`src/design/wmmd_pkg.sv`:
```
// Shared constants, register indexes and the stage control type for the
// waveform min/max decimator. No dependencies.
package wmmd_pkg;

   localparam int MAX_CHANNELS   = 8;
   localparam int SAMPLE_BITS    = 24;
   localparam int COUNT_BITS     = 24;

   localparam int FIELD_CHANNELS = 8;
   localparam int SPB_W          = 24;
   localparam int NCH_W          = 4;
   localparam int CSR_W          = 24;
   localparam int CSR_IDX_W      = 1;

   localparam logic [CSR_IDX_W-1:0] CSR_SAMPLES_PER_BUCKET = 1'b0;
   localparam logic [CSR_IDX_W-1:0] CSR_CHANNEL_COUNT      = 1'b1;

   localparam logic [SPB_W-1:0] SPB_RESET = 24'd1;
   localparam logic [NCH_W-1:0] NCH_RESET = 4'd2;

   typedef struct packed {
      logic             valid;
      logic             last;
      logic [NCH_W-1:0] nch;
   } stage_ctl_type;

endpackage

```
`src/design/wmmd_req_if.sv`:
```
// Input channel of the decimator: one audio frame per word.
// Depends on nothing.
interface wmmd_req_if #(
   parameter int SAMPLE_BITS = 24
);
   logic                          valid;
   logic                          ready;
   logic signed [SAMPLE_BITS-1:0] chan0;
   logic signed [SAMPLE_BITS-1:0] chan1;
   logic signed [SAMPLE_BITS-1:0] chan2;
   logic signed [SAMPLE_BITS-1:0] chan3;
   logic signed [SAMPLE_BITS-1:0] chan4;
   logic signed [SAMPLE_BITS-1:0] chan5;
   logic signed [SAMPLE_BITS-1:0] chan6;
   logic signed [SAMPLE_BITS-1:0] chan7;
   logic                          last_frame;

   modport source (
      output valid, chan0, chan1, chan2, chan3, chan4, chan5, chan6, chan7, last_frame,
      input  ready
   );
   modport sink (
      input  valid, chan0, chan1, chan2, chan3, chan4, chan5, chan6, chan7, last_frame,
      output ready
   );
endinterface

```
`src/design/wmmd_rsp_if.sv`:
```
// Result channel of the decimator: one bucket minimum and maximum per word.
// Depends on nothing.
interface wmmd_rsp_if #(
   parameter int SAMPLE_BITS = 24
);
   logic                          valid;
   logic                          ready;
   logic signed [SAMPLE_BITS-1:0] bucket_min;
   logic signed [SAMPLE_BITS-1:0] bucket_max;
   logic                          final_bucket;

   modport source (
      output valid, bucket_min, bucket_max, final_bucket,
      input  ready
   );
   modport sink (
      input  valid, bucket_min, bucket_max, final_bucket,
      output ready
   );
endinterface

```
`src/design/wmmd_lane.sv`:
```
// One channel lane: registers its sample, or zero when the channel is inactive.
// Depends on wmmd_pkg.
module wmmd_lane #(
   parameter int SAMPLE_BITS = wmmd_pkg::SAMPLE_BITS,
   parameter int LANE        = 0
) (
   input  logic                          clock,
   input  logic                          en,
   input  logic [wmmd_pkg::NCH_W-1:0]    nch,
   input  logic signed [SAMPLE_BITS-1:0] sample,
   output logic signed [SAMPLE_BITS-1:0] lane_out
);
   logic                          active;
   logic signed [SAMPLE_BITS-1:0] sample_ff;
   logic signed [SAMPLE_BITS-1:0] sample_in;

   assign active    = wmmd_pkg::NCH_W'(LANE) < nch;
   assign sample_in = active ? sample : '0;

   always_ff @(posedge clock) begin
      if (en) begin
         sample_ff <= sample_in;
      end
   end

   assign lane_out = sample_ff;
endmodule

```
`src/design/wmmd_merge.sv`:
```
// Merging stages: sums the lanes, then divides by the channel count through a
// reciprocal multiply and a one-step correction. Depends on wmmd_pkg.
module wmmd_merge #(
   parameter int MAX_CHANNELS = wmmd_pkg::MAX_CHANNELS,
   parameter int SAMPLE_BITS  = wmmd_pkg::SAMPLE_BITS
) (
   input  logic                                      clock,
   input  logic                                      reset,
   input  logic                                      en,
   input  wmmd_pkg::stage_ctl_type                   ctl_in,
   input  logic [MAX_CHANNELS-1:0][SAMPLE_BITS-1:0]  lanes,
   output wmmd_pkg::stage_ctl_type                   ctl_out,
   output logic signed [SAMPLE_BITS-1:0]             mean
);
   localparam int SUM_W  = SAMPLE_BITS + $clog2(MAX_CHANNELS);
   localparam int K      = SUM_W;
   localparam int RW     = K + 1;
   localparam int PW     = SUM_W + RW;
   localparam int BW     = SUM_W + wmmd_pkg::NCH_W;
   localparam int TAB_N  = 2 ** wmmd_pkg::NCH_W;
   localparam logic [63:0] ONE_K = 64'd1 << K;

   logic [RW-1:0] recip_tab [TAB_N];

   for (genvar d = 0; d < TAB_N; d++) begin : g_recip
      localparam int DIV = (d == 0) ? 1 : d;
      localparam logic [63:0] ENTRY = ONE_K / DIV;
      assign recip_tab[d] = ENTRY[RW-1:0];
   end

   // Sum of the lanes and its magnitude.
   logic signed [SUM_W-1:0] sum_in;
   logic                    neg_in;
   logic [SUM_W-1:0]        mag_in;

   always_comb begin
      sum_in = '0;
      for (int i = 0; i < MAX_CHANNELS; i++) begin
         sum_in = SUM_W'(sum_in + SUM_W'($signed(lanes[i])));
      end
      neg_in = sum_in[SUM_W-1];
      mag_in = neg_in ? SUM_W'(~sum_in + 1'b1) : SUM_W'(sum_in);
   end

   wmmd_pkg::stage_ctl_type s1_ctl_ff, s2_ctl_ff, s3_ctl_ff;
   logic                    s1_neg_ff, s2_neg_ff;
   logic [SUM_W-1:0]        s1_mag_ff, s2_mag_ff, s2_q0_ff;
   logic signed [SAMPLE_BITS-1:0] mean_ff;

   // Estimated quotient, at most one below the true one.
   logic [PW-1:0]    prod_in;
   logic [SUM_W-1:0] q0_in;

   assign prod_in = PW'(s1_mag_ff) * PW'(recip_tab[s1_ctl_ff.nch]);
   assign q0_in   = prod_in[K +: SUM_W];

   // Correction and sign.
   logic [BW-1:0]           back_in;
   logic [SUM_W-1:0]        rem_in;
   logic                    bump_in;
   logic [SUM_W-1:0]        q_in;
   logic [SUM_W-1:0]        signed_q_in;
   logic signed [SAMPLE_BITS-1:0] mean_in;

   assign back_in     = BW'(s2_q0_ff) * BW'(s2_ctl_ff.nch);
   assign rem_in      = SUM_W'(BW'(s2_mag_ff) - back_in);
   assign bump_in     = rem_in >= SUM_W'(s2_ctl_ff.nch);
   assign q_in        = SUM_W'(s2_q0_ff + SUM_W'(bump_in));
   assign signed_q_in = s2_neg_ff ? SUM_W'(~q_in + 1'b1) : q_in;
   assign mean_in     = signed_q_in[SAMPLE_BITS-1:0];

   always_ff @(posedge clock) begin
      if (reset) begin
         s1_ctl_ff <= '0;
         s2_ctl_ff <= '0;
         s3_ctl_ff <= '0;
      end else if (en) begin
         s1_ctl_ff <= ctl_in;
         s2_ctl_ff <= s1_ctl_ff;
         s3_ctl_ff <= s2_ctl_ff;
      end
   end

   always_ff @(posedge clock) begin
      if (en) begin
         s1_neg_ff <= neg_in;
         s1_mag_ff <= mag_in;
         s2_neg_ff <= s1_neg_ff;
         s2_mag_ff <= s1_mag_ff;
         s2_q0_ff  <= q0_in;
         mean_ff   <= mean_in;
      end
   end

   assign ctl_out = s3_ctl_ff;
   assign mean    = mean_ff;
endmodule

```
`src/design/wmmd_bucket.sv`:
```
// Bucket tracker: running minimum and maximum, frame count and the result
// register. Depends on wmmd_pkg and wmmd_rsp_if.
module wmmd_bucket #(
   parameter int SAMPLE_BITS = wmmd_pkg::SAMPLE_BITS,
   parameter int COUNT_BITS  = wmmd_pkg::COUNT_BITS
) (
   input  logic                          clock,
   input  logic                          reset,
   input  wmmd_pkg::stage_ctl_type       ctl_in,
   input  logic signed [SAMPLE_BITS-1:0] mean,
   input  logic [wmmd_pkg::SPB_W-1:0]    spb,
   output logic                          en,
   wmmd_rsp_if.source                    rsp
);
   localparam int CMP_W = (COUNT_BITS > wmmd_pkg::SPB_W) ? COUNT_BITS : wmmd_pkg::SPB_W;
   localparam logic signed [SAMPLE_BITS-1:0] MOST_POS = {1'b0, {(SAMPLE_BITS-1){1'b1}}};
   localparam logic signed [SAMPLE_BITS-1:0] MOST_NEG = {1'b1, {(SAMPLE_BITS-1){1'b0}}};

   logic [COUNT_BITS-1:0]         count_ff, count_in, count_inc;
   logic signed [SAMPLE_BITS-1:0] min_ff, min_in, new_min;
   logic signed [SAMPLE_BITS-1:0] max_ff, max_in, new_max;
   logic                          rsp_valid_ff, rsp_valid_in;
   logic signed [SAMPLE_BITS-1:0] rsp_min_ff, rsp_max_ff;
   logic                          rsp_final_ff;
   logic [wmmd_pkg::SPB_W-1:0]    spb_eff;
   logic                          close;

   assign en        = !rsp_valid_ff || rsp.ready;
   assign new_min   = (mean < min_ff) ? mean : min_ff;
   assign new_max   = (mean > max_ff) ? mean : max_ff;
   assign count_inc = (&count_ff) ? count_ff : COUNT_BITS'(count_ff + 1'b1);
   assign spb_eff   = (spb == '0) ? wmmd_pkg::SPB_W'(1) : spb;
   assign close     = (CMP_W'(count_inc) >= CMP_W'(spb_eff)) || ctl_in.last;

   always_comb begin
      count_in     = count_ff;
      min_in       = min_ff;
      max_in       = max_ff;
      rsp_valid_in = rsp_valid_ff;
      if (en) begin
         rsp_valid_in = ctl_in.valid && close;
         if (ctl_in.valid) begin
            if (close) begin
               count_in = '0;
               min_in   = MOST_POS;
               max_in   = MOST_NEG;
            end else begin
               count_in = count_inc;
               min_in   = new_min;
               max_in   = new_max;
            end
         end
      end
   end

   always_ff @(posedge clock) begin
      if (reset) begin
         count_ff     <= '0;
         min_ff       <= MOST_POS;
         max_ff       <= MOST_NEG;
         rsp_valid_ff <= 1'b0;
      end else begin
         count_ff     <= count_in;
         min_ff       <= min_in;
         max_ff       <= max_in;
         rsp_valid_ff <= rsp_valid_in;
      end
   end

   always_ff @(posedge clock) begin
      if (en && ctl_in.valid && close) begin
         rsp_min_ff   <= new_min;
         rsp_max_ff   <= new_max;
         rsp_final_ff <= ctl_in.last;
      end
   end

   assign rsp.valid        = rsp_valid_ff;
   assign rsp.bucket_min   = rsp_min_ff;
   assign rsp.bucket_max   = rsp_max_ff;
   assign rsp.final_bucket = rsp_final_ff;
endmodule

```
`src/design/waveform_minmax_decimator_core.sv`:
```
// Top level of the waveform min/max decimator: configuration registers,
// channel lanes, merge stages and bucket tracker.
// Depends on wmmd_pkg, wmmd_req_if, wmmd_rsp_if, wmmd_lane, wmmd_merge, wmmd_bucket.
//
//   port      direction  word
//   req       in         chan0..chan7, last_frame (one audio frame)
//   rsp       out        bucket_min, bucket_max, final_bucket
//   csr_*     in         write enable, register index, write data
//
// One frame is accepted per cycle while the pipeline is not held; the frame
// that closes a bucket passes through the lane register, sum, reciprocal
// multiply, correction and result register before its result leaves.
// The whole pipeline advances together and holds while a result waits in
// the result register and rsp.ready is low.
// Reset is synchronous and needs no clearing pass.
module waveform_minmax_decimator_core #(
   parameter int MAX_CHANNELS = wmmd_pkg::MAX_CHANNELS,
   parameter int SAMPLE_BITS  = wmmd_pkg::SAMPLE_BITS,
   parameter int COUNT_BITS   = wmmd_pkg::COUNT_BITS
) (
   input  logic                               clock,
   input  logic                               reset,
   wmmd_req_if.sink                           req,
   wmmd_rsp_if.source                         rsp,
   input  logic                               csr_we,
   input  logic [wmmd_pkg::CSR_IDX_W-1:0]     csr_index,
   input  logic [wmmd_pkg::CSR_W-1:0]         csr_wdata
);
   logic [wmmd_pkg::SPB_W-1:0] spb_ff, spb_in;
   logic [wmmd_pkg::NCH_W-1:0] nch_ff, nch_in, nch_eff;
   logic                       en;

   always_comb begin
      spb_in = spb_ff;
      nch_in = nch_ff;
      if (csr_we) begin
         case (csr_index)
            wmmd_pkg::CSR_SAMPLES_PER_BUCKET: begin
               spb_in = csr_wdata[wmmd_pkg::SPB_W-1:0];
            end
            wmmd_pkg::CSR_CHANNEL_COUNT: begin
               nch_in = csr_wdata[wmmd_pkg::NCH_W-1:0];
            end
            default: begin
               spb_in = spb_ff;
            end
         endcase
      end
   end

   always_ff @(posedge clock) begin
      if (reset) begin
         spb_ff <= wmmd_pkg::SPB_RESET;
         nch_ff <= wmmd_pkg::NCH_RESET;
      end else begin
         spb_ff <= spb_in;
         nch_ff <= nch_in;
      end
   end

   always_comb begin
      if (nch_ff == '0) begin
         nch_eff = wmmd_pkg::NCH_W'(1);
      end else if (nch_ff > wmmd_pkg::NCH_W'(MAX_CHANNELS)) begin
         nch_eff = wmmd_pkg::NCH_W'(MAX_CHANNELS);
      end else begin
         nch_eff = nch_ff;
      end
   end

   assign req.ready = en;

   wmmd_pkg::stage_ctl_type s0_ctl_ff, s0_ctl_in;

   assign s0_ctl_in = '{valid: req.valid, last: req.last_frame, nch: nch_eff};

   always_ff @(posedge clock) begin
      if (reset) begin
         s0_ctl_ff <= '0;
      end else if (en) begin
         s0_ctl_ff <= s0_ctl_in;
      end
   end

   logic [wmmd_pkg::FIELD_CHANNELS-1:0][SAMPLE_BITS-1:0] chan_all;
   logic [MAX_CHANNELS-1:0][SAMPLE_BITS-1:0]             lanes;

   assign chan_all[0] = req.chan0;
   assign chan_all[1] = req.chan1;
   assign chan_all[2] = req.chan2;
   assign chan_all[3] = req.chan3;
   assign chan_all[4] = req.chan4;
   assign chan_all[5] = req.chan5;
   assign chan_all[6] = req.chan6;
   assign chan_all[7] = req.chan7;

   for (genvar g = 0; g < MAX_CHANNELS; g++) begin : g_lane
      wmmd_lane #(
         .SAMPLE_BITS (SAMPLE_BITS),
         .LANE        (g)
      ) u_lane (
         .clock    (clock),
         .en       (en),
         .nch      (nch_eff),
         .sample   (chan_all[g]),
         .lane_out (lanes[g])
      );
   end

   wmmd_pkg::stage_ctl_type       merge_ctl;
   logic signed [SAMPLE_BITS-1:0] mean;

   wmmd_merge #(
      .MAX_CHANNELS (MAX_CHANNELS),
      .SAMPLE_BITS  (SAMPLE_BITS)
   ) u_merge (
      .clock   (clock),
      .reset   (reset),
      .en      (en),
      .ctl_in  (s0_ctl_ff),
      .lanes   (lanes),
      .ctl_out (merge_ctl),
      .mean    (mean)
   );

   wmmd_bucket #(
      .SAMPLE_BITS (SAMPLE_BITS),
      .COUNT_BITS  (COUNT_BITS)
   ) u_bucket (
      .clock  (clock),
      .reset  (reset),
      .ctl_in (merge_ctl),
      .mean   (mean),
      .spb    (spb_ff),
      .en     (en),
      .rsp    (rsp)
   );
endmodule
```
`src/flat_wrapper.sv`:
```
// flat-port wrapper written by rule: the top's interface ports become plain ports
module waveform_minmax_decimator_core_flat 
#(
   parameter int MAX_CHANNELS = wmmd_pkg::MAX_CHANNELS,
   parameter int SAMPLE_BITS  = wmmd_pkg::SAMPLE_BITS,
   parameter int COUNT_BITS   = wmmd_pkg::COUNT_BITS
)
  (clock, reset, csr_we, csr_index, csr_wdata, req_valid, req_chan0, req_chan1, req_chan2, req_chan3, req_chan4, req_chan5, req_chan6, req_chan7, req_last_frame, req_ready, rsp_valid, rsp_bucket_min, rsp_bucket_max, rsp_final_bucket, rsp_ready);
  wmmd_req_if #(.SAMPLE_BITS(SAMPLE_BITS)) req_i ();
  wmmd_rsp_if #(.SAMPLE_BITS(SAMPLE_BITS)) rsp_i ();
  input  logic clock;
  input  logic reset;
  input  logic csr_we;
  input  logic [wmmd_pkg::CSR_IDX_W-1:0] csr_index;
  input  logic [wmmd_pkg::CSR_W-1:0] csr_wdata;
  input wire logic [$bits(req_i.valid)-1:0] req_valid;
  input wire logic [$bits(req_i.chan0)-1:0] req_chan0;
  input wire logic [$bits(req_i.chan1)-1:0] req_chan1;
  input wire logic [$bits(req_i.chan2)-1:0] req_chan2;
  input wire logic [$bits(req_i.chan3)-1:0] req_chan3;
  input wire logic [$bits(req_i.chan4)-1:0] req_chan4;
  input wire logic [$bits(req_i.chan5)-1:0] req_chan5;
  input wire logic [$bits(req_i.chan6)-1:0] req_chan6;
  input wire logic [$bits(req_i.chan7)-1:0] req_chan7;
  input wire logic [$bits(req_i.last_frame)-1:0] req_last_frame;
  output wire logic [$bits(req_i.ready)-1:0] req_ready;
  output wire logic [$bits(rsp_i.valid)-1:0] rsp_valid;
  output wire logic [$bits(rsp_i.bucket_min)-1:0] rsp_bucket_min;
  output wire logic [$bits(rsp_i.bucket_max)-1:0] rsp_bucket_max;
  output wire logic [$bits(rsp_i.final_bucket)-1:0] rsp_final_bucket;
  input wire logic [$bits(rsp_i.ready)-1:0] rsp_ready;
  assign req_i.valid = req_valid;
  assign req_i.chan0 = req_chan0;
  assign req_i.chan1 = req_chan1;
  assign req_i.chan2 = req_chan2;
  assign req_i.chan3 = req_chan3;
  assign req_i.chan4 = req_chan4;
  assign req_i.chan5 = req_chan5;
  assign req_i.chan6 = req_chan6;
  assign req_i.chan7 = req_chan7;
  assign req_i.last_frame = req_last_frame;
  assign req_ready = req_i.ready;
  assign rsp_valid = rsp_i.valid;
  assign rsp_bucket_min = rsp_i.bucket_min;
  assign rsp_bucket_max = rsp_i.bucket_max;
  assign rsp_final_bucket = rsp_i.final_bucket;
  assign rsp_i.ready = rsp_ready;
  waveform_minmax_decimator_core #(.MAX_CHANNELS(MAX_CHANNELS), .SAMPLE_BITS(SAMPLE_BITS), .COUNT_BITS(COUNT_BITS)) u_core (.clock(clock), .reset(reset), .req(req_i), .rsp(rsp_i), .csr_we(csr_we), .csr_index(csr_index), .csr_wdata(csr_wdata));
endmodule
```
`config.mk`:
```
export PLATFORM = sky130hd
export DESIGN_NAME = waveform_minmax_decimator_core_flat
export DESIGN_NICKNAME = d
export VERILOG_FILES = /design/src/design/wmmd_pkg.sv /design/src/design/wmmd_req_if.sv /design/src/design/wmmd_rsp_if.sv /design/src/design/wmmd_lane.sv /design/src/design/wmmd_merge.sv /design/src/design/wmmd_bucket.sv /design/src/design/waveform_minmax_decimator_core.sv /design/src/flat_wrapper.sv
export SDC_FILE = /design/constraint.sdc
export NUM_CORES = 2
export LEC_CHECK = 0
export ABC_AREA = 0
export BUFFER_PORTS_ARGS = -buffer_cell sky130_fd_sc_hd__buf_4
export CAP_MARGIN = 15
export CORE_MARGIN = 4
export CORE_UTILIZATION = 59
export CTS_CLUSTER_SIZE = 25
export DETAILED_ROUTE_END_ITERATION = 10
export GPL_ROUTABILITY_DRIVEN = 0
export PLACE_DENSITY = 0.82
export SYNTH_ARGS = -nofsm -noshare
export SYNTH_HDL_FRONTEND = slang
export SYNTH_SLANG_ARGS = --single-unit
```
`constraint.sdc`:
```
create_clock -name clock -period 35.7 [get_ports clock]
set_input_delay 7.14 -clock clock [delete_from_list [all_inputs] [get_ports clock]]
set_output_delay 7.14 -clock clock [all_outputs]
set_load 0.01 [all_outputs]
```
; After elaboration in Yosys (flattened, before gate mapping)
; Memories as Yosys holds them, arrays and structs flattened.
; Cells that the tools add are included.
[classes]
add_sub_neg = 12
mul = 2
magnitude_cmp = 14
mux = 13
bitwise_logic = 4
n_reduce_logical = 12
[op_table]
columns = cell, count
row1 = 2-to-1 mux 24 bit, 8
row2 = adder 27 x 24 -> 27 bit, 4
row3 = 2-to-1 mux 28 bit, 2
row4 = multiplier 27 x 28 -> 54 bit, 1
row5 = adder 24 x 1 -> 24 bit (second input constant), 2
row6 = adder 26 x 24 -> 27 bit, 1
row7 = adder 27 x 1 -> 27 bit (second input constant), 1
row8 = greater-or-equal comparator 27 x 4 -> 1 bit, 1
row9 = multiplier 27 x 4 -> 27 bit, 1
row10 = inverter 27 bit, 1
row11 = subtractor 27 bit, 1
row12 = adder 25 x 24 -> 26 bit, 1
row13 = 2-to-1 mux 26 bit, 1
row14 = adder 24 x 24 -> 25 bit, 1
row15 = adder 24 x 1 -> 24 bit, 1
row16 = greater-or-equal comparator 24 bit, 1
row17 = > comparator 24 bit, 1
row18 = zero test 24 bit, 1
row19 = < comparator 24 bit, 1
row20 = inverter 24 bit, 1
row21 = AND reduction 24 bit, 1
row22 = < comparator 3 x 4 -> 1 bit (first input constant), 4
row23 = < comparator 1 x 4 -> 1 bit (first input constant), 2
row24 = < comparator 2 x 4 -> 1 bit (first input constant), 2
row25 = other kinds (10), 16
[totals]
register_bits = 469
rom_bits = 448
output_inout_bits = 51
word_cells = 93
memories = 1
[mem_list]
columns = memory, words, word_bits, read_ports, rd_ports_with_merged_regs, write_ports, line
row1 = (no name shown), 16, 28, 1, 0, 0, wmmd_merge.sv:54  ; assign prod_in = PW'(s1_mag_ff) * PW'(recip_tab[s1_ctl_ff.nch]);

; Logic depth before layout (Yosys ltp)
[logic_depth]
word_depth = 10
depth_mapped = 34
mapped_depth_nobuf = 33

; Cells and area by module
; Synthesis repeated with hierarchy kept, for this count alone.
[hier_totals]
hier_cells = 5391
hier_area_um2 = 54079.4
[by_module_without_submodules]
columns = mod, instances, cells_each, area_each_um2, seq_area_each_um2
row1 = wmmd_merge, 1, 4067, 37918.9, 3573.4
row2 = wmmd_bucket, 1, 755, 7293.2, 2932.8
row3 = waveform_minmax_decimator_core, 1, 150, 1300.0, 680.7
row4 = wmmd_lane at u_core.g_lane[0].u_lane, 1, 56, 1056.0, 720.7
row5 = wmmd_lane at u_core.g_lane[1].u_lane, 1, 54, 978.4, 720.7
row6 = wmmd_lane at u_core.g_lane[3].u_lane, 1, 52, 945.9, 720.7
row7 = wmmd_lane at u_core.g_lane[6].u_lane, 1, 51, 924.6, 720.7
row8 = wmmd_lane at u_core.g_lane[4].u_lane, 1, 54, 923.4, 720.7
row9 = wmmd_lane at u_core.g_lane[7].u_lane, 1, 50, 915.9, 720.7
row10 = wmmd_lane at u_core.g_lane[2].u_lane, 1, 51, 913.4, 720.7
row11 = wmmd_lane at u_core.g_lane[5].u_lane, 1, 51, 909.6, 720.7

; Worst setup path after synthesis
; OpenSTA, ideal clock, no wires.
[synth_path]
path_kind = in2out
start = in rsp_ready
end = out req_ready
arrival_ns = 15.612
slack_ns = 12.948
path_stages = 3
path_cell_list = nor2b_1 > inv_1 > buf_1
[synth_between]
elab_chain_len = 1
[synth_rtl]
columns = element, line
row1 = "start, declared", flat_wrapper.sv:31  ; input wire logic [$bits(rsp_i.ready)-1:0] rsp_ready;
row2 = logical OR 1 bit, wmmd_bucket.sv:28  ; assign en = !rsp_valid_ff || rsp.ready;
row3 = "end, declared", flat_wrapper.sv:26  ; output wire logic [$bits(req_i.ready)-1:0] req_ready;
; No other way between the ends.

; Worst setup path after layout
; Same ends and word-level chain as after synthesis.

==> flow_summary.toml <==
[worst_setup_path]
path_cells = "buf_4 -> nor2b_2 -> inv_8 -> buf_4"
crit_path_start = "rsp_ready"
path_class = "input pin to output pin"
cp.required_ps = 28560
worst_path_max_delay_cell = "nor2b_2"
reg2reg_from = "u_core.u_merge.s1_ctl_ff[0]"
critPathLaunchType = "input pin"
max_stage_delay_ps = 750
crit_family = "simple AND/OR/NAND/NOR gates"
cp_common_cell = "buf_4"
cp_max_fo = 35
r2r_slack_ps = 25320
rr_endpoint = "u_core.u_merge.s2_q0_ff[26]"
worstRegToRegCells = 29
path_buf_inv = 3
worstPathArrival_ps = 8580
cp_num_cells = 4
endpoint_kind = "output pin"

[pwr]
powerDensity_mw_per_mm2 = 56.0
power_frac_seq_pct = 28.3
p_leak_uw = 0.0267
peakVddDrop_uv = 46.2
clkPwrFrac_pct = 17.3
power.switching_uw = 1430
p_sw_share_pct = 44.8
combPwrFrac_pct = 54.4
internal_power_uw = 1770

[synth]
synthCells = 5267
ys_warn_count = 0
syn_area_per_cell_sq_um = 9.90
synth.area.top_cells = "fa_1, edfxtp_1, inv_1"
synth.ff_latch_count = 469
netlist_area_sq_mm = 0.0521
syn-num-nets = 6683
seq_area_frac_synth_pct = 24.7
synth_edf_count = 348
synth_top_cell_by_area = "fa_1"
synth_cell_types = 89
synth_top_area_share_pct = 33.2
synthFlopType = "edfxtp_1"
synth-async-reset-ratio_pct = 0
synth_common_cells = "inv_1, fa_1, nand2_1"
synth_most_common_cell = "inv_1"

[detailed_routing]
routed_via_density = 5.68
drt-total-wl_um = 129000
wl_met3_um = 12500
ant_nets = 0
met2_length_um = 63100
drt-met1-wl_um = 45500
num_vias = 37493
drt-wirelength-per-cell_um = 19.5
dr.pass1.iters = 8
drc = 0
top_layer = "met5"
drt_iter0_drc = 2752

[min_path]
hold_start = "u_core.u_merge.s1_neg_ff"
hold_end = "u_core.u_merge.s2_neg_ff"
hp-class = "flip-flop to flip-flop"
holdPathStages = 0

[grt]
grt_usage_pct = 28.1
antenna_found_initial = 3
grt_max_degree = 160
grt_pass1_wl_um = 208000
grt_pass1_vias = 40659
grt_overflow = 0

[floorplanning]
initial_core_util_pct = 59.8
dieArea_sq_mm = 0.0932
io_pins = 274
rows = 108
core_sq_mm = 0.0872
die_h_um = 305
die_x_um = 305

[finish]
fin_nets = 6826
multi_input_area_sq_mm = 0.0342
syn_to_final_growth_pct = 9.56
nFillCells = 6491
drive_above_1_share_pct = 8.86
regArea_sq_mm = 0.0129
antenna_cells = 0

[placed_design]
portBuffers = 273
dp_hpwl_um = 96800

[clocking]
cts.sinks = 469
clockRootBuffer = "clkbuf_16"
clk_pin_slew_ps = 60
clk_latency_ps = 650
cts.hold.buffers_added = 0
cts_setup_buffers = 0
ctsResizeCount = 0
clock_path_buffers = 3
cts_inserted_buffers = 52
htree_num_levels = 2
tritoncts = "built"

[outcome]
status = "completed"

[timing]
fin_skew_ps = 54.0
hold_ws_ps = 418
fmax_ghz = 0.0636
hold_viol_final = 0
finalCritPeriodShare_pct = 44.0
max_slew_margin_pct = 15.0
final-setup-viol-count = 0
rsz0062_at_grt = "no"
worst_slew_pin_slew_ps = 1280
period_needed_ps = 15720
setup_tns_ps = 0
drv_slew = 0

[job]
cap_violations = 0
flip-flops by register name (all words and copies together) (netlist names), 6 cells and up:
signal                          count
u_core.spb_ff                      24
u_core.u_bucket.rsp.bucket_max     24
u_core.u_merge.s2_ctl_ff            6
u_core.u_bucket.min_ff             24
u_core.u_merge.mean                24
u_core.u_bucket.rsp.bucket_min     24
u_core.u_merge.s2_q0_ff            27
u_core.u_merge.s2_mag_ff           27
u_core.u_merge.s1_mag_ff           27
u_core.u_merge.s1_ctl_ff            6
u_core.s0_ctl_ff                    6
u_core.g_lane.u_lane.lane_out     192
u_core.u_bucket.count_ff           24
u_core.u_bucket.max_ff             24
cell type report:
class | count | share of cell area (%)
Clock buffer | 62 | 2.34
Clock inverter | 33 | 0.725
Inverter | 1148 | 7.56
Multi-Input combinational cell | 3410 | 59.9
Sequential cell | 469 | 22.5
Tap cell | 1155 | 2.53
Timing Repair Buffer | 329 | 4.38
per-layer routing:
metal | vias up | global-route usage, %
li1 | 16645 | -
met1 | 18465 | 33.5
met2 | 1880 | 48.4
met3 | 499 | 6.38
met4 | 4 | 13.5
met5 | - | 0
power by group through the flow:
stage	Sequential, uW	Clock, uW	Combinational, uW
final	905	553	1740
after global routing	911	583	1930
after CTS	898	561	1720
after detailed placement	909	0	1700
after global placement	905	0	1630
after floorplan	802	0	1300
through the flow:
step,util (%),cell area (sq um),worst slack (ps),cells,power [uW]
detailed placement,63.5,55300,19940,6510,2610
global route,65.5,57100,19850,6606,3430
floorplan,-,52100,12950,5267,2100
finish,65.5,57100,19980,6606,3200
global placement,63.5,55300,20000,6510,2540
CTS,65.5,57100,19930,6605,3180
worst max-delay path by stage:
stage,to,slack [ps]
after global placement,req_ready,20000
after CTS,req_ready,19930
after detailed placement,req_ready,19940
final,req_ready,19980
after global routing,req_ready,19850
after floorplan,req_ready,12950
kinds of logic after synthesis:
| family | after synthesis | synth area share, % |
|---|---|---|
| AOI/OAI and AO/OA | 506 | 6.37 |
| xor gates and xnor gates | 161 | 2.73 |
| adders and majority gates | 1193 | 41.1 |
| buffers and inverters | 1388 | 10.0 |
| DFF | 469 | 24.7 |
| muxes | 30 | 0.634 |
| and+or+nand+nor | 1520 | 14.4 |
layout by cell type, fill, tap and decap left out, types with 11 or more instances in the layout:
cell type / n
inv_1: 1147
fa_1: 865
nand2_1: 677
edfxtp_1: 348
ha_1: 328
buf_4: 327
and2_1: 291
a21oi_1: 149
nor2b_1: 136
dfxtp_1: 121
xnor2_1: 111
nand3_1: 106
o21ai_0: 97
nor2_1: 96
a21o_1: 68
clkbuf_16: 52
xor2_1: 49
nor3_1: 37
nand4_1: 32
and3_1: 31
mux2_2: 24
a32o_1: 24
nor4_1: 23
nand2b_1: 20
a211oi_1: 18
a31oi_1: 15
o21a_1: 13
o21bai_1: 11
Note: power is estimated with default switching activity, not from simulation.
